`config.mk`:
```
export PLATFORM = sky130hd
export DESIGN_NAME = lcd_window_command_generator
export DESIGN_NICKNAME = d
export VERILOG_FILES = /design/src/design/lwcg_pkg.sv /design/src/design/lcd_window_command_generator.sv /design/src/design/lwcg_cfg_regs.sv /design/src/design/lwcg_window.sv /design/src/design/lwcg_serializer.sv
export SDC_FILE = /design/constraint.sdc
export NUM_CORES = 1
export LEC_CHECK = 0
export BUFFER_PORTS_ARGS = -buffer_cell sky130_fd_sc_hd__buf_4
export CAP_MARGIN = 20
export CORE_MARGIN = 1
export CORE_UTILIZATION = 49
export CTS_BUF_LIST = sky130_fd_sc_hd__clkbuf_2 sky130_fd_sc_hd__clkbuf_4 sky130_fd_sc_hd__clkbuf_8
export DETAILED_ROUTE_END_ITERATION = 8
export PLACE_DENSITY_LB_ADDON = 0.1
export SLEW_MARGIN = 20
export SYNTH_ARGS = -nofsm -noshare
export SYNTH_HDL_FRONTEND = slang
export SYNTH_SLANG_ARGS = --single-unit
export TNS_END_PERCENT = 20
```
`constraint.sdc`:
```
create_clock -name clk -period 5.8 [get_ports clk]
set_clock_uncertainty 0.05 [all_clocks]
set_input_delay 1.16 -clock clk [delete_from_list [all_inputs] [get_ports clk]]
set_output_delay 1.16 -clock clk [all_outputs]
set_load 0.005 [all_outputs]
```
`src/design/lwcg_pkg.sv`:
```
// Package: shared types, command codes and register indexes for the LCD window command generator.
`timescale 1ns / 1ps

package lwcg_pkg;

    localparam int COORD_BITS_DEF = 16;
    localparam int FIELD_BITS     = 16;
    localparam int DIM_BITS       = 12;
    localparam int CFG_IDX_BITS   = 3;
    localparam int BYTE_IDX_BITS  = 4;

    // register indexes
    localparam logic [CFG_IDX_BITS-1:0] REG_PANEL_WIDTH   = 3'd0;
    localparam logic [CFG_IDX_BITS-1:0] REG_PANEL_HEIGHT  = 3'd1;
    localparam logic [CFG_IDX_BITS-1:0] REG_COLUMN_OFFSET = 3'd2;
    localparam logic [CFG_IDX_BITS-1:0] REG_ROW_OFFSET    = 3'd3;
    localparam logic [CFG_IDX_BITS-1:0] REG_BGR_ORDER     = 3'd4;
    localparam logic [CFG_IDX_BITS-1:0] REG_ROTATION      = 3'd5;

    // register reset values
    localparam logic [DIM_BITS-1:0] PANEL_WIDTH_RST  = 12'd240;
    localparam logic [DIM_BITS-1:0] PANEL_HEIGHT_RST = 12'd320;

    // display command bytes
    localparam logic [7:0] CMD_CASET  = 8'h2A;
    localparam logic [7:0] CMD_RASET  = 8'h2B;
    localparam logic [7:0] CMD_RAMWR  = 8'h2C;
    localparam logic [7:0] CMD_MADCTL = 8'h36;

    // orientation byte bits
    localparam logic [7:0] MAD_MY  = 8'h80;
    localparam logic [7:0] MAD_MX  = 8'h40;
    localparam logic [7:0] MAD_MV  = 8'h20;
    localparam logic [7:0] MAD_BGR = 8'h08;

    // rotation codes
    localparam logic [1:0] ROT_0   = 2'd0;
    localparam logic [1:0] ROT_90  = 2'd1;
    localparam logic [1:0] ROT_180 = 2'd2;
    localparam logic [1:0] ROT_270 = 2'd3;

    // status codes
    localparam logic [1:0] STATUS_OK      = 2'd0;
    localparam logic [1:0] STATUS_INVALID = 2'd1;
    localparam logic [1:0] STATUS_SKIPPED = 2'd2;

    // request types
    localparam logic REQ_WINDOW = 1'b0;
    localparam logic REQ_ORIENT = 1'b1;

    // byte positions in the window sequence
    localparam logic [BYTE_IDX_BITS-1:0] WIN_CASET_IDX = 4'd0;
    localparam logic [BYTE_IDX_BITS-1:0] WIN_XS_HI_IDX = 4'd1;
    localparam logic [BYTE_IDX_BITS-1:0] WIN_XS_LO_IDX = 4'd2;
    localparam logic [BYTE_IDX_BITS-1:0] WIN_XE_HI_IDX = 4'd3;
    localparam logic [BYTE_IDX_BITS-1:0] WIN_XE_LO_IDX = 4'd4;
    localparam logic [BYTE_IDX_BITS-1:0] WIN_RASET_IDX = 4'd5;
    localparam logic [BYTE_IDX_BITS-1:0] WIN_YS_HI_IDX = 4'd6;
    localparam logic [BYTE_IDX_BITS-1:0] WIN_YS_LO_IDX = 4'd7;
    localparam logic [BYTE_IDX_BITS-1:0] WIN_YE_HI_IDX = 4'd8;
    localparam logic [BYTE_IDX_BITS-1:0] WIN_YE_LO_IDX = 4'd9;
    localparam logic [BYTE_IDX_BITS-1:0] WIN_RAMWR_IDX = 4'd10;
    localparam logic [BYTE_IDX_BITS-1:0] ORI_CMD_IDX   = 4'd0;

    typedef enum logic [1:0] {
        FRAME_WINDOW,
        FRAME_ORIENT,
        FRAME_ERROR
    } frame_kind_t;

    typedef struct packed {
        logic                  req_type;
        logic [FIELD_BITS-1:0] win_x0;
        logic [FIELD_BITS-1:0] win_y0;
        logic [FIELD_BITS-1:0] win_x1;
        logic [FIELD_BITS-1:0] win_y1;
    } req_t;

    typedef struct packed {
        logic [7:0] out_byte;
        logic       is_command;
        logic [1:0] status;
        logic       last_byte;
    } rsp_t;

    typedef struct packed {
        logic [DIM_BITS-1:0] panel_width;
        logic [DIM_BITS-1:0] panel_height;
        logic [DIM_BITS-1:0] column_offset;
        logic [DIM_BITS-1:0] row_offset;
        logic                bgr_order;
        logic [1:0]          rotation;
    } cfg_t;

    // everything the serializer needs to replay one request
    typedef struct packed {
        frame_kind_t           kind;
        logic [1:0]            status;
        logic [7:0]            mad;
        logic [FIELD_BITS-1:0] xs;
        logic [FIELD_BITS-1:0] xe;
        logic [FIELD_BITS-1:0] ys;
        logic [FIELD_BITS-1:0] ye;
    } frame_t;

endpackage

```
`src/design/lcd_window_command_generator.sv`:
```
// Top level: LCD window and orientation command generator.
`timescale 1ns / 1ps

// Turns display requests into the command/data byte stream of a MIPI-DBI style
// LCD controller. A window request gives CASET, four address bytes, RASET, four
// address bytes and RAMWR (eleven items); an orientation request gives MADCTL and
// its data byte (two items); a reversed window, a zero-size screen or a window
// starting off screen gives one error item with a status code. A request is taken
// into an input register, decoded combinationally into the result register once the
// serializer is free, and then sent one byte per cycle while rsp_ready is high; the
// input register takes the next request while the previous one is still being sent.
// Rotation, panel size, RAM offsets and BGR order are written on the cfg port while
// the block is idle; they apply to requests accepted afterwards.

module lcd_window_command_generator #(
    parameter int COORD_BITS = lwcg_pkg::COORD_BITS_DEF
) (
    input  logic                              clk,
    input  logic                              rst_n,
    input  logic                              cfg_we,
    input  logic [lwcg_pkg::CFG_IDX_BITS-1:0] cfg_index,
    input  logic [lwcg_pkg::DIM_BITS-1:0]     cfg_data,
    input  logic                              req_valid,
    output logic                              req_ready,
    input  lwcg_pkg::req_t                    req,
    output logic                              rsp_valid,
    input  logic                              rsp_ready,
    output lwcg_pkg::rsp_t                    rsp
);
    import lwcg_pkg::*;

    cfg_t   cfg;
    req_t   req_reg;
    logic   req_valid_reg;
    logic   req_valid_next;
    frame_t frame;
    logic   ser_free;
    logic   load;

    lwcg_cfg_regs u_cfg (
        .clk       (clk),
        .rst_n     (rst_n),
        .cfg_we    (cfg_we),
        .cfg_index (cfg_index),
        .cfg_data  (cfg_data),
        .cfg       (cfg)
    );

    // decode from the input register
    lwcg_window #(
        .COORD_BITS (COORD_BITS)
    ) u_window (
        .req   (req_reg),
        .cfg   (cfg),
        .frame (frame)
    );

    // a held request moves on once the serializer has sent (or is sending) its last byte
    assign load      = req_valid_reg && ser_free;
    assign req_ready = !req_valid_reg || load;

    always_comb
    begin
        req_valid_next = req_valid_reg;
        if (req_valid && req_ready)
        begin
            req_valid_next = 1'b1;
        end
        else if (load)
        begin
            req_valid_next = 1'b0;
        end
    end

    always_ff @(posedge clk or negedge rst_n)
    begin
        if (!rst_n)
        begin
            req_valid_reg <= 1'b0;
        end
        else
        begin
            req_valid_reg <= req_valid_next;
        end
    end

    always_ff @(posedge clk)
    begin
        if (req_valid && req_ready)
        begin
            req_reg <= req;
        end
    end

    lwcg_serializer u_ser (
        .clk       (clk),
        .rst_n     (rst_n),
        .load      (load),
        .frame     (frame),
        .free      (ser_free),
        .rsp_valid (rsp_valid),
        .rsp_ready (rsp_ready),
        .rsp       (rsp)
    );

endmodule

```
`src/design/lwcg_cfg_regs.sv`:
```
// Configuration register file with write decode.
`timescale 1ns / 1ps

module lwcg_cfg_regs (
    input  logic                                 clk,
    input  logic                                 rst_n,
    input  logic                                 cfg_we,
    input  logic [lwcg_pkg::CFG_IDX_BITS-1:0]    cfg_index,
    input  logic [lwcg_pkg::DIM_BITS-1:0]        cfg_data,
    output lwcg_pkg::cfg_t                       cfg
);
    import lwcg_pkg::*;

    cfg_t cfg_reg;
    cfg_t cfg_next;

    always_comb
    begin
        cfg_next = cfg_reg;
        if (cfg_we)
        begin
            case (cfg_index)
                REG_PANEL_WIDTH:   cfg_next.panel_width   = cfg_data;
                REG_PANEL_HEIGHT:  cfg_next.panel_height  = cfg_data;
                REG_COLUMN_OFFSET: cfg_next.column_offset = cfg_data;
                REG_ROW_OFFSET:    cfg_next.row_offset    = cfg_data;
                REG_BGR_ORDER:     cfg_next.bgr_order     = cfg_data[0];
                REG_ROTATION:      cfg_next.rotation      = cfg_data[1:0];
                default:           cfg_next = cfg_reg;
            endcase
        end
    end

    always_ff @(posedge clk or negedge rst_n)
    begin
        if (!rst_n)
        begin
            cfg_reg.panel_width   <= PANEL_WIDTH_RST;
            cfg_reg.panel_height  <= PANEL_HEIGHT_RST;
            cfg_reg.column_offset <= '0;
            cfg_reg.row_offset    <= '0;
            cfg_reg.bgr_order     <= 1'b0;
            cfg_reg.rotation      <= ROT_0;
        end
        else
        begin
            cfg_reg <= cfg_next;
        end
    end

    assign cfg = cfg_reg;

endmodule

```
`src/design/lwcg_window.sv`:
```
// Request decode: window check, clipping, offset add and orientation byte.
`timescale 1ns / 1ps

module lwcg_window #(
    parameter int COORD_BITS = lwcg_pkg::COORD_BITS_DEF
) (
    input  lwcg_pkg::req_t   req,
    input  lwcg_pkg::cfg_t   cfg,
    output lwcg_pkg::frame_t frame
);
    import lwcg_pkg::*;

    logic                  swapped;
    logic [DIM_BITS-1:0]   log_w;
    logic [DIM_BITS-1:0]   log_h;
    logic [DIM_BITS-1:0]   off_x;
    logic [DIM_BITS-1:0]   off_y;
    logic [FIELD_BITS-1:0] w_ext;
    logic [FIELD_BITS-1:0] h_ext;
    logic [FIELD_BITS-1:0] x0;
    logic [FIELD_BITS-1:0] y0;
    logic [FIELD_BITS-1:0] x1;
    logic [FIELD_BITS-1:0] y1;
    logic [FIELD_BITS-1:0] x1_clip;
    logic [FIELD_BITS-1:0] y1_clip;
    logic                  bad;
    logic                  outside;
    logic [7:0]            mad;

    // odd rotations swap the axes, offsets included
    assign swapped = cfg.rotation[0];
    assign log_w   = swapped ? cfg.panel_height : cfg.panel_width;
    assign log_h   = swapped ? cfg.panel_width  : cfg.panel_height;
    assign off_x   = swapped ? cfg.row_offset   : cfg.column_offset;
    assign off_y   = swapped ? cfg.column_offset : cfg.row_offset;
    assign w_ext   = FIELD_BITS'(log_w);
    assign h_ext   = FIELD_BITS'(log_h);

    // only the low COORD_BITS of each corner count
    assign x0 = FIELD_BITS'(req.win_x0[COORD_BITS-1:0]);
    assign y0 = FIELD_BITS'(req.win_y0[COORD_BITS-1:0]);
    assign x1 = FIELD_BITS'(req.win_x1[COORD_BITS-1:0]);
    assign y1 = FIELD_BITS'(req.win_y1[COORD_BITS-1:0]);

    assign bad     = (log_w == '0) || (log_h == '0) || (x1 < x0) || (y1 < y0);
    assign outside = (x0 >= w_ext) || (y0 >= h_ext);
    assign x1_clip = (x1 >= w_ext) ? (w_ext - FIELD_BITS'(1)) : x1;
    assign y1_clip = (y1 >= h_ext) ? (h_ext - FIELD_BITS'(1)) : y1;

    always_comb
    begin
        case (cfg.rotation)
            ROT_0:   mad = 8'h00;
            ROT_90:  mad = MAD_MX | MAD_MV;
            ROT_180: mad = MAD_MX | MAD_MY;
            ROT_270: mad = MAD_MV | MAD_MY;
            default: mad = 8'h00;
        endcase
        if (cfg.bgr_order)
        begin
            mad = mad | MAD_BGR;
        end
    end

    // results stay below 8190, so 16-bit sums never wrap
    always_comb
    begin
        frame.mad = mad;
        frame.xs  = x0 + FIELD_BITS'(off_x);
        frame.xe  = x1_clip + FIELD_BITS'(off_x);
        frame.ys  = y0 + FIELD_BITS'(off_y);
        frame.ye  = y1_clip + FIELD_BITS'(off_y);
        if (req.req_type == REQ_ORIENT)
        begin
            frame.kind   = FRAME_ORIENT;
            frame.status = STATUS_OK;
        end
        else if (bad)
        begin
            frame.kind   = FRAME_ERROR;
            frame.status = STATUS_INVALID;
        end
        else if (outside)
        begin
            frame.kind   = FRAME_ERROR;
            frame.status = STATUS_SKIPPED;
        end
        else
        begin
            frame.kind   = FRAME_WINDOW;
            frame.status = STATUS_OK;
        end
    end

endmodule

```
`src/design/lwcg_serializer.sv`:
```
// Result register and byte sequencer: replays one decoded request as a byte stream.
`timescale 1ns / 1ps

module lwcg_serializer (
    input  logic             clk,
    input  logic             rst_n,
    input  logic             load,
    input  lwcg_pkg::frame_t frame,
    output logic             free,
    output logic             rsp_valid,
    input  logic             rsp_ready,
    output lwcg_pkg::rsp_t   rsp
);
    import lwcg_pkg::*;

    frame_t                   frame_reg;
    logic                     valid_reg;
    logic                     valid_next;
    logic [BYTE_IDX_BITS-1:0] idx_reg;
    logic [BYTE_IDX_BITS-1:0] idx_next;
    logic                     fire;
    logic                     done;

    // byte selection for the current position
    always_comb
    begin
        rsp = '0;
        case (frame_reg.kind)
            FRAME_WINDOW:
            begin
                case (idx_reg)
                    WIN_CASET_IDX: rsp.out_byte = CMD_CASET;
                    WIN_XS_HI_IDX: rsp.out_byte = frame_reg.xs[15:8];
                    WIN_XS_LO_IDX: rsp.out_byte = frame_reg.xs[7:0];
                    WIN_XE_HI_IDX: rsp.out_byte = frame_reg.xe[15:8];
                    WIN_XE_LO_IDX: rsp.out_byte = frame_reg.xe[7:0];
                    WIN_RASET_IDX: rsp.out_byte = CMD_RASET;
                    WIN_YS_HI_IDX: rsp.out_byte = frame_reg.ys[15:8];
                    WIN_YS_LO_IDX: rsp.out_byte = frame_reg.ys[7:0];
                    WIN_YE_HI_IDX: rsp.out_byte = frame_reg.ye[15:8];
                    WIN_YE_LO_IDX: rsp.out_byte = frame_reg.ye[7:0];
                    WIN_RAMWR_IDX: rsp.out_byte = CMD_RAMWR;
                    default:       rsp.out_byte = 8'h00;
                endcase
                rsp.is_command = (idx_reg == WIN_CASET_IDX) || (idx_reg == WIN_RASET_IDX)
                                 || (idx_reg == WIN_RAMWR_IDX);
                rsp.last_byte  = (idx_reg == WIN_RAMWR_IDX);
                rsp.status     = STATUS_OK;
            end
            FRAME_ORIENT:
            begin
                rsp.is_command = (idx_reg == ORI_CMD_IDX);
                rsp.out_byte   = rsp.is_command ? CMD_MADCTL : frame_reg.mad;
                rsp.last_byte  = !rsp.is_command;
                rsp.status     = STATUS_OK;
            end
            FRAME_ERROR:
            begin
                rsp.status    = frame_reg.status;
                rsp.last_byte = 1'b1;
            end
            default:
            begin
                rsp.last_byte = 1'b1;
            end
        endcase
    end

    assign rsp_valid = valid_reg;
    assign fire      = valid_reg && rsp_ready;
    assign done      = fire && rsp.last_byte;
    assign free      = !valid_reg || done;

    always_comb
    begin
        valid_next = valid_reg;
        idx_next   = idx_reg;
        if (load)
        begin
            valid_next = 1'b1;
            idx_next   = '0;
        end
        else if (done)
        begin
            valid_next = 1'b0;
            idx_next   = '0;
        end
        else if (fire)
        begin
            idx_next = idx_reg + BYTE_IDX_BITS'(1);
        end
    end

    always_ff @(posedge clk or negedge rst_n)
    begin
        if (!rst_n)
        begin
            valid_reg <= 1'b0;
            idx_reg   <= '0;
        end
        else
        begin
            valid_reg <= valid_next;
            idx_reg   <= idx_next;
        end
    end

    always_ff @(posedge clk)
    begin
        if (load)
        begin
            frame_reg <= frame;
        end
    end

endmodule
```
# Word level (Yosys, flattened, before mapping)
# Index checks and enable logic that the tools add are counted.
dict set report word_totals {
  register_bits 198
  wordCells 108
}
dict set report classes {
  n_addsub 7
  order_cmp 6
  n_eq_ne 20
  muxes 21
  reduce_logical 31
}
# operator count
set op_table {}
lappend op_table {{8-bit case mux with 11 select lines} 1}
lappend op_table {{16-bit by 12-bit adder with 16-bit output} 4}
lappend op_table {{16-bit by 12-bit greater-or-equal comparator with 1-bit output} 4}
lappend op_table {{12-bit two-way mux} 4}
lappend op_table {{16-bit < comparator} 2}
lappend op_table {{16-bit two-way mux} 2}
lappend op_table {{8-bit case mux with 4 select lines} 1}
lappend op_table {{12-bit by 1-bit subtractor with 13-bit output (second input constant)} 2}
lappend op_table {{12-bit logical NOT} 2}
lappend op_table {{4-bit two-way mux} 5}
lappend op_table {{9-bit case mux with 2 select lines} 1}
lappend op_table {{4-bit by 3-bit == test with 1-bit output (second input constant)} 4}
lappend op_table {{4-bit == test (second input constant)} 3}
lappend op_table {{2-bit AND reduction} 6}
lappend op_table {{4-bit by 2-bit == test with 1-bit output (second input constant)} 2}
lappend op_table {{1-bit logical OR} 8}
lappend op_table {{8-bit two-way mux} 1}
lappend op_table {{2-bit == test (second input constant)} 3}
lappend op_table {{3-bit by 2-bit == test with 1-bit output (second input constant)} 2}
lappend op_table {{3-bit == test (second input constant)} 2}
lappend op_table {{4-bit by 1-bit adder with 4-bit output (second input constant)} 1}
lappend op_table {{2-bit by 1-bit == test with 1-bit output (second input constant)} 2}
lappend op_table {{4-bit by 1-bit == test with 1-bit output (second input constant)} 1}
lappend op_table {{1-bit logical AND} 4}
lappend op_table {{11 further kinds} 18}

# Longest topological paths before layout
# Gate-level depths: netlist (run 1).
dict set report depth {
  word_depth 9
  mapped_depth 21
  depth_no_buf 17
}

# Modules after synthesis
# From an unflattened synthesis (run 1), not the netlist that was laid out.
dict set report unflattened {
  cells_unflattened 1094
  area_unflattened_um2 12938.7
}
# module instances cells_per_inst area_per_inst_um2 seq_area_each_um2
set by_module_without_submodules {}
lappend by_module_without_submodules {lwcg_window 1 692 5459.0 0.0}
lappend by_module_without_submodules {lwcg_serializer 1 220 3318.2 2407.3}
lappend by_module_without_submodules {lwcg_cfg_regs 1 112 2149.6 1283.7}
lappend by_module_without_submodules {lcd_window_command_generator 1 70 2011.9 1976.9}

# Least setup slack after synthesis (run 1)
# OpenSTA, ideal clock, no wires.
dict set report synth_path {
  path_kind {input port to flip-flop}
  from {input port rsp_ready}
  to {register u_ser.frame_reg[0] in the netlist's numbering (enable)}
  setup_time_ns 0.511
  arrival_ns 4.728
  required_ns 5.239
  setup_slack_ns 0.511
  cell_stages 3
  n_path_buf 1
  path_cell_list {clkbuf_1 > a21boi_0 > nor2b_1}
}
dict set report synth_between {
  elab_chain_cells 4
}
# item line
set synth_rtl {}
lappend synth_rtl {{start: declaration} lcd_window_command_generator.sv:27} ;# input logic rsp_ready,
lappend synth_rtl {{1-bit logical AND} lwcg_serializer.sv:70} ;# assign fire = valid_reg && rsp_ready;
lappend synth_rtl {{1-bit logical AND} lwcg_serializer.sv:71} ;# assign done = fire && rsp.last_byte;
lappend synth_rtl {{1-bit logical OR} lwcg_serializer.sv:72} ;# assign free = !valid_reg || done;
lappend synth_rtl {{1-bit logical AND} lcd_window_command_generator.sv:59} ;# assign load = req_valid_reg && ser_free;
lappend synth_rtl {{net load} lcd_window_command_generator.sv:38} ;# logic load;
lappend synth_rtl {{end signal: assignment} lwcg_serializer.sv:112} ;# frame_reg <= frame;
lappend synth_rtl {{end: declaration} lwcg_serializer.sv:16} ;# frame_t frame_reg;
# The timed path passes the listed nets, and every way through them passes these cells.
# A chain may end at the register's enable or synchronous reset.

==> flow_summary.toml, run 1 <==
[floorplan]
dieHeight_um = 162
initial_standard_cell_utilization_of_the_core = 0.501
ioPinCount = 99
core.rowCount = 58
die_area_um2 = 26400
area_of_the_core_um2 = 25200
fp.dieW_um = 162

[clock_tree]
cts_inserted_buffers = 17
cts-htree-levels = 4
worst_skew_pair.late_latency_ns = 0.48
postCtsHoldBufs = 0
cts_root_buffer = "sky130_fd_sc_hd__clkbuf_8"
clock_transition_at_the_registers_of_the_reported_paths_ns = 0.10
clockBufferDepth = 2
clock_sinks = 194
cts.repair.resized = 0
cts.repair_timing.setup_buffer_count = 0
tritoncts_clock_tree = "done"

[placed_design]
finalWeightedCongestion = 0.898
port_buffers = 98
detailed_place_hpwl_mm = 26.2
place_area_um2 = 13700

[drt]
final_ant_viol_nets = 0
detail_route.wirelength_mm = 33.3
drt_pass1_iterations = 5
vias = 9101
route.detailed.drc = 0
drt-wirelength-per-cell_um = 21.6
detailedRoute.firstIterationViolations = 798
avgViaCountPerCell = 5.89

[worst_setup_path]
critPathLaunchType = "flip-flop"
timing.critical_path.to_type = "flip-flop"
crit_arrival_ns = 5.49
critical_path_class = "reg2reg"
required_ns = 5.96
critical_path_peak_fanout = 38
reg2reg_slack_ns = 0.47

[run_status]
result_of_the_run = "finished clean"

[timing]
finalSetupViolCount = 0
tns_ns = 0
timing.final.max_slew_violations = 0
unrepaired_setup_endpoints_after_global_routing = "false"
finalHoldViolCount = 0
fmax_mhz = 188
max-slew-margin-rel = 0.389
fin_crit_ns = 5.33
post-route-period-util = 0.919
tightest_slew_ns = 0.916

[synthesis]
netlist_instances = 1099
postSynthAreaPerCell_um2 = 11.5
ys_top_cells_by_area = "sky130_fd_sc_hd__edfxtp_1, sky130_fd_sc_hd__ha_1, sky130_fd_sc_hd__dfrtp_1"
ys_types = 82
syn-cell-area_um2 = 12600
seq_area_frac_synth = 0.440
synth.net_count = 1324
synth_flop_cell = "sky130_fd_sc_hd__edfxtp_1"
ys_seq_elements = 194
warning_count_from_the_yosys_run = 0
synth_top_cell_area_share = 0.326
ys_async_sr_fraction = 0.294
synth_enable_flop_cells = 137
synth_top_area_cell = "sky130_fd_sc_hd__edfxtp_1"

[final_layout]
antenna_cells_inserted = 0
flow.area_growth_from_synthesis_pct = 12.1
largest_reg_flops = 72
drive_gt1_frac = 0.218
nets = 1426
final_area_um2 = 14100

[grt]
pin_count_of_the_biggest_net_entering_global_routing = 73
gr-total-overflow = 0
grt_pass1_vias = 8713
antenna_found_initial = 0
grt_pass1_wl_mm = 50.9
grt.total_usage = 0.261

[power_and_ir_drop]
ir_worst_vdd_mv = 0.187
p_leak_uw = 0.00585
power-per-cell-area_nw_per_um2 = 439

[job]
maxCapViolations = 0

[hold_path]
holdCritPathClass = "reg2reg"
[critical path, stage by stage, from the launching register on]
cell and delay, ns:
sky130_fd_sc_hd__dfrtp_2 0.92, sky130_fd_sc_hd__buf_4 0.37, sky130_fd_sc_hd__mux2_2 0.40, sky130_fd_sc_hd__inv_1 0.12, sky130_fd_sc_hd__ha_1 0.26, sky130_fd_sc_hd__a21oi_1 0.17, sky130_fd_sc_hd__o21a_1 0.15, sky130_fd_sc_hd__o21ai_1 0.06
sky130_fd_sc_hd__a21oi_2 0.30, sky130_fd_sc_hd__o21ai_1 0.15, sky130_fd_sc_hd__ha_1 0.23, sky130_fd_sc_hd__fa_1 0.41, sky130_fd_sc_hd__a21o_1 0.17, sky130_fd_sc_hd__a21oi_1 0.28, sky130_fd_sc_hd__o21ai_0 0.21, sky130_fd_sc_hd__a2111oi_0 0.50
sky130_fd_sc_hd__nor3_1 0.13, sky130_fd_sc_hd__xor2_1 0.16
[layout make-up]
cell class | instances | area [um2]
clock buffers | 20 | 256
clock inverters | 12 | 143
flip-flops and latches | 194 | 5550
fillers | 2203 | 11000
multi-input cells | 812 | 6690
well taps | 330 | 413
inverters | 62 | 233
repair buffers | 114 | 856
[power breakdown]
| group | switching (uW) | leakage (uW) | internal (uW) | total [uW] |
|---|---|---|---|---|
| clock | 518 | 0.000211 | 409 | 927 |
| combinational | 1670 | 0.00367 | 1330 | 3010 |
| sequential | 297 | 0.00197 | 1980 | 2270 |
| total | 2490 | 0.00585 | 3720 | 6210 |
[synth_stat cells, drive strengths merged (4+ instances only)]
master     n
edfxtp   137
ha       136
mux2      87
inv       62
a21oi     60
nor2      56
xnor2     53
nand2     52
dfrtp     51
o21ai     45
mux2i     27
nor3      27
o21a      24
a21o      20
buf       17
a211oi    14
a31oi     14
clkbuf    14
nand3     14
nor3b     14
xor2      13
nand2b    10
nand4      9
nor2b      9
o22ai      9
nor4       8
a222oi     7
a22o       7
a22oi      7
and2       7
a211o      6
dfstp      6
a221oi     5
o211ai     5
o21bai     5
or3        5
a2111oi    4
fa         4
o31ai      4
o32a       4
[metrics by stage]
step | std cells | hold WS [ns] | setup WS [ns] | power, uW | util
floorplan | 1099 | 0.371 | 0.511 | 4350 | -
global placement | 1512 | 0.452 | 0.848 | 5220 | 0.546
detailed placement | 1512 | 0.463 | 0.624 | 5260 | 0.546
CTS | 1544 | 0.486 | 0.565 | 6200 | 0.561
global route | 1544 | 0.501 | 0.188 | 6610 | 0.561
finish | 1544 | 0.485 | 0.471 | 6210 | 0.561
[final timing paths]
check,end,start,depth (start not counted)
setup / recovery,u_ser.frame_reg[10],u_cfg.cfg[0],17
hold / removal,u_ser.rsp_valid,req_valid_reg,1
setup reg to reg,u_ser.frame_reg[10],u_cfg.cfg[0],17
hold reg to reg,u_ser.rsp_valid,req_valid_reg,1
max in group asynchronous,u_cfg.cfg[0],rst_n,1
min in group asynchronous,u_ser.idx_reg[2],rst_n,1
[cells in the final DEF (no fill, tap or decap), types with 6 or more instances in the layout]
master and instances:
sky130_fd_sc_hd__a22o_1 7, sky130_fd_sc_hd__edfxtp_1 137, sky130_fd_sc_hd__a31oi_1 14, sky130_fd_sc_hd__nand4_1 9
sky130_fd_sc_hd__and2_1 6, sky130_fd_sc_hd__a211o_1 6, sky130_fd_sc_hd__nand3_1 13, sky130_fd_sc_hd__dfrtp_1 50
sky130_fd_sc_hd__a21o_1 20, sky130_fd_sc_hd__a211oi_1 14, sky130_fd_sc_hd__a21oi_1 59, sky130_fd_sc_hd__nor2b_1 8
sky130_fd_sc_hd__o22ai_1 9, sky130_fd_sc_hd__mux2_2 78, sky130_fd_sc_hd__mux2_4 9, sky130_fd_sc_hd__a222oi_1 7
sky130_fd_sc_hd__o21ai_1 11, sky130_fd_sc_hd__nor3_1 27, sky130_fd_sc_hd__xor2_1 13, sky130_fd_sc_hd__o21a_1 24
sky130_fd_sc_hd__nor3b_1 12, sky130_fd_sc_hd__mux2i_1 23, sky130_fd_sc_hd__xnor2_1 53, sky130_fd_sc_hd__clkbuf_8 17
sky130_fd_sc_hd__ha_1 136, sky130_fd_sc_hd__nand2_1 51, sky130_fd_sc_hd__o21ai_0 34, sky130_fd_sc_hd__nand2b_1 10
sky130_fd_sc_hd__nor2_1 55, sky130_fd_sc_hd__dfstp_2 6, sky130_fd_sc_hd__a22oi_1 7, sky130_fd_sc_hd__inv_1 61
sky130_fd_sc_hd__buf_4 114
[routing by layer]
metal | GRT usage | wire length (um) | up-vias
met5 | 0 | 0 | -
met1 | 0.377 | 15900 | 4403
met3 | 0.0351 | 1650 | 31
met4 | 0.0678 | 531 | 0
li1 | - | - | 4382
met2 | 0.412 | 15300 | 285
[cell families (layout without fill, tap and decap cells)]
family / Yosys count / in the layout / share of synthesized area
flops: 194 / 194 / 0.440
fa+ha+maj: 140 / 140 / 0.141
compound gates: 268 / 268 / 0.146
buf+inv: 93 / 208 / 0.0307
mux: 114 / 114 / 0.104
simple gates: 224 / 224 / 0.0926
xor+xnor: 66 / 66 / 0.0458
Power figures use the tool's default switching activity.
==> inputs of run 2 (changes only) <==
--- a/config.mk
+++ b/config.mk
@@ -5,6 +5,7 @@
 export SDC_FILE = /design/constraint.sdc
 export NUM_CORES = 1
 export LEC_CHECK = 0
+export ABC_AREA = 1
 export BUFFER_PORTS_ARGS = -buffer_cell sky130_fd_sc_hd__buf_4
 export CAP_MARGIN = 20
 export CORE_MARGIN = 1
==> constraint.sdc (replaced) <==
create_clock -name clk -period 4.5 [get_ports clk]
set_clock_uncertainty 0.05 [all_clocks]
set_input_delay 0.9 -clock clk [delete_from_list [all_inputs] [get_ports clk]]
set_output_delay 0.9 -clock clk [all_outputs]
set_load 0.005 [all_outputs]
==> run 2 against run 1 <==
  * Setup slack worse by 0.13 ns
  * Sequential share of layout area is 0.20 points lower
  * Flip-flop and latch count stayed put
  * Power is 32% higher
  * Largest power group unchanged
==> flow_summary.toml, run 2 <==
[run_status]
result_of_the_run = "finished clean"

[drt]
route.detailed.drc = 0
avgViaCountPerCell = 5.30
vias = 10100
drt_pass1_iterations = 6
detailedRoute.firstIterationViolations = 735
drt-wirelength-per-cell_um = 18.3
final_ant_viol_nets = 0
detail_route.wirelength_mm = 34.9

[floorplan]
ioPinCount = 99
fp.dieW_um = 163
area_of_the_core_um2 = 25300
core.rowCount = 58
die_area_um2 = 26500
dieHeight_um = 163
initial_standard_cell_utilization_of_the_core = 0.502

[clock_tree]
cts.repair.resized = 0
worst_skew_pair.late_latency_ns = 0.49
cts_inserted_buffers = 17
clockBufferDepth = 2
tritoncts_clock_tree = "done"
cts_root_buffer = "sky130_fd_sc_hd__clkbuf_8"
postCtsHoldBufs = 0
clock_sinks = 194
cts.repair_timing.setup_buffer_count = 0
clock_transition_at_the_registers_of_the_reported_paths_ns = 0.11
cts-htree-levels = 4

[power_and_ir_drop]
report.power.total_uw = 8180
p_leak_uw = 0.00667
power-per-cell-area_nw_per_um2 = 575
ir_worst_vdd_mv = 0.347

[synthesis]
netlist_instances = 1455
synth_flop_cell = "sky130_fd_sc_hd__edfxtp_1"
synth.most_common_cell = "sky130_fd_sc_hd__nand2_1"
ys_top_cells_by_area = "sky130_fd_sc_hd__edfxtp_1, sky130_fd_sc_hd__ha_1, sky130_fd_sc_hd__nand2_1"
ys_seq_elements = 194
ys_types = 47
seq_area_frac_synth = 0.438
synth.cells.most_frequent = "sky130_fd_sc_hd__nand2_1, sky130_fd_sc_hd__inv_1, sky130_fd_sc_hd__edfxtp_1, sky130_fd_sc_hd__ha_1, sky130_fd_sc_hd__o21ai_0"
syn-cell-area_um2 = 12700
synth_top_cell_area_share = 0.325
synth.net_count = 1680
warning_count_from_the_yosys_run = 0
ys_async_sr_fraction = 0.294
postSynthAreaPerCell_um2 = 8.71
synth_top_area_cell = "sky130_fd_sc_hd__edfxtp_1"
synth_enable_flop_cells = 137

[worst_setup_path]
path_buf_inv = 3
required_ns = 4.67
timing.critical_path.to_type = "flip-flop"
ff2ff_path_depth = 23
critical_path_class = "reg2reg"
critical_path.most_common_cell = "sky130_fd_sc_hd__nand2_1"
crit_arrival_ns = 4.33
critical_path_peak_fanout = 61
number_of_gates_on_the_worst_path_with_buffers_counted = 23
crit_path_max_incr_delay_ns = 0.42
worst_path_cell_chain = "buf_12 > nand2_1 > o21ai_2 > inv_1 > ha_1 > nand2_1 > nor2_1 > nand2_1 > nand2_1 > nand2_1 > nand3_1 > buf_4 > nor2_1 > a21oi_1 > ha_1 > nand3_1 > nand2_1 > a21boi_0 > o21ai_0 > nand3_1 > nand2_1 > nand2_1 > nand2_1"
critPathLaunchType = "flip-flop"
critPathSlowestCell = "sky130_fd_sc_hd__dfrtp_2"
path_delay_family = "simple AND/OR/NAND/NOR gates"

[final_layout]
fillerInstances = 2351
mostFrequentLayoutCell = "sky130_fd_sc_hd__nand2_1"
flow.area_growth_from_synthesis_pct = 12.1
post-route-util = 0.563
drive_gt1_frac = 0.131
ff_latch_area_um2 = 5550
antenna_cells_inserted = 0
largest_reg_flops = 72
commonest_cells_after_routing_fill_and_taps_aside = "sky130_fd_sc_hd__nand2_1, sky130_fd_sc_hd__inv_1, sky130_fd_sc_hd__edfxtp_1"
multi_input_area_um2 = 6390
nets = 1788

[placed_design]
post-place-ws_ns = 0.285
port_buffers = 98
detailed_place_hpwl_mm = 28.6
finalWeightedCongestion = 0.920

[timing]
tightest_slew_ns = 0.943
unrepaired_setup_endpoints_after_global_routing = "false"
fin_crit_ns = 4.15
tns_ns = 0
post-route-period-util = 0.923
timing.final.max_slew_violations = 0
finalSetupViolCount = 0
max-slew-margin-rel = 0.365
setup_slack_ns = 0.345
finalHoldViolCount = 0
fmax_mhz = 241

[grt]
pin_count_of_the_biggest_net_entering_global_routing = 62
antenna_found_initial = 0
grt.total_usage = 0.276
grt_pass1_vias = 9658
gr-total-overflow = 0
grt_pass1_wl_mm = 54.2

[job]
maxCapViolations = 0

[hold_path]
holdCritPathClass = "in2async"
[run 2: kinds of logic after synthesis]
kind of cell	Yosys count	share of synthesized area
AOI/OAI and AO/OA	266	0.120
xor gates and xnor gates	63	0.0435
adders and majority gates	140	0.141
buffers and inverters	184	0.0586
DFF	194	0.438
and+or+nand+nor	608	0.200
[run 2: cell type report]
| cell class | instances | share of cell area |
|---|---|---|
| timing repair inverter | 1 | 0.000352 |
| inverter | 162 | 0.0432 |
| clock inverter | 14 | 0.00995 |
| tap | 330 | 0.0291 |
| sequential | 194 | 0.391 |
| clock buffer | 18 | 0.0170 |
| multi-input combinational | 1077 | 0.450 |
| timing repair buffer | 110 | 0.0599 |
[run 2: power by group]
group / internal (uW) / switching (uW)
sequential: 2740 / 367
clock: 422 / 723
combinational: 1400 / 2530
[run 2: worst paths after layout]
kind	end	startpoint	slack (ns)
min in group clk	u_ser.frame_reg[67]	u_cfg.cfg[2]	0.42
max in group asynchronous	u_cfg.cfg[0]	rst_n	3.48
max reg2reg	u_ser.frame_reg[41]	u_cfg.cfg[0]	0.35
min	u_cfg.cfg[2]	rst_n	0.40
min reg2reg	u_ser.frame_reg[67]	u_cfg.cfg[2]	0.42
max	u_ser.frame_reg[41]	u_cfg.cfg[0]	0.35
[run 2: metrics by stage]
stage,std cells,instance area [um2],hold WS (ns)
after floorplan,1455,12700,0.375
after global placement,1873,13800,0.393
after detailed placement,1873,13800,0.393
after CTS,1905,14200,0.418
after global routing,1906,14200,0.430
final,1906,14200,0.397
[run 2: metal layers]
| metal | GRT usage | part of all wire |
|---|---|---|
| met5 | 0 | 0 |
| met4 | 0.0671 | 0.018 |
| met3 | 0.0336 | 0.041 |
| met2 | 0.436 | 0.45 |
| met1 | 0.401 | 0.49 |
[run 2: worst reg2reg max path: stages, from the launching register on]
cell,delay [ns]
sky130_fd_sc_hd__dfrtp_2,0.42
sky130_fd_sc_hd__buf_12,0.27
sky130_fd_sc_hd__nand2_1,0.16
sky130_fd_sc_hd__o21ai_2,0.12
sky130_fd_sc_hd__inv_1,0.16
sky130_fd_sc_hd__ha_1,0.33
sky130_fd_sc_hd__nand2_1,0.07
sky130_fd_sc_hd__nor2_1,0.15
sky130_fd_sc_hd__nand2_1,0.07
sky130_fd_sc_hd__nand2_1,0.06
sky130_fd_sc_hd__nand2_1,0.06
sky130_fd_sc_hd__nand3_1,0.07
sky130_fd_sc_hd__buf_4,0.27
sky130_fd_sc_hd__nor2_1,0.07
sky130_fd_sc_hd__a21oi_1,0.30
sky130_fd_sc_hd__ha_1,0.31
sky130_fd_sc_hd__nand3_1,0.09
sky130_fd_sc_hd__nand2_1,0.10
sky130_fd_sc_hd__a21boi_0,0.30
sky130_fd_sc_hd__o21ai_0,0.18
sky130_fd_sc_hd__nand3_1,0.12
sky130_fd_sc_hd__nand2_1,0.06
sky130_fd_sc_hd__nand2_1,0.07
sky130_fd_sc_hd__nand2_1,0.06
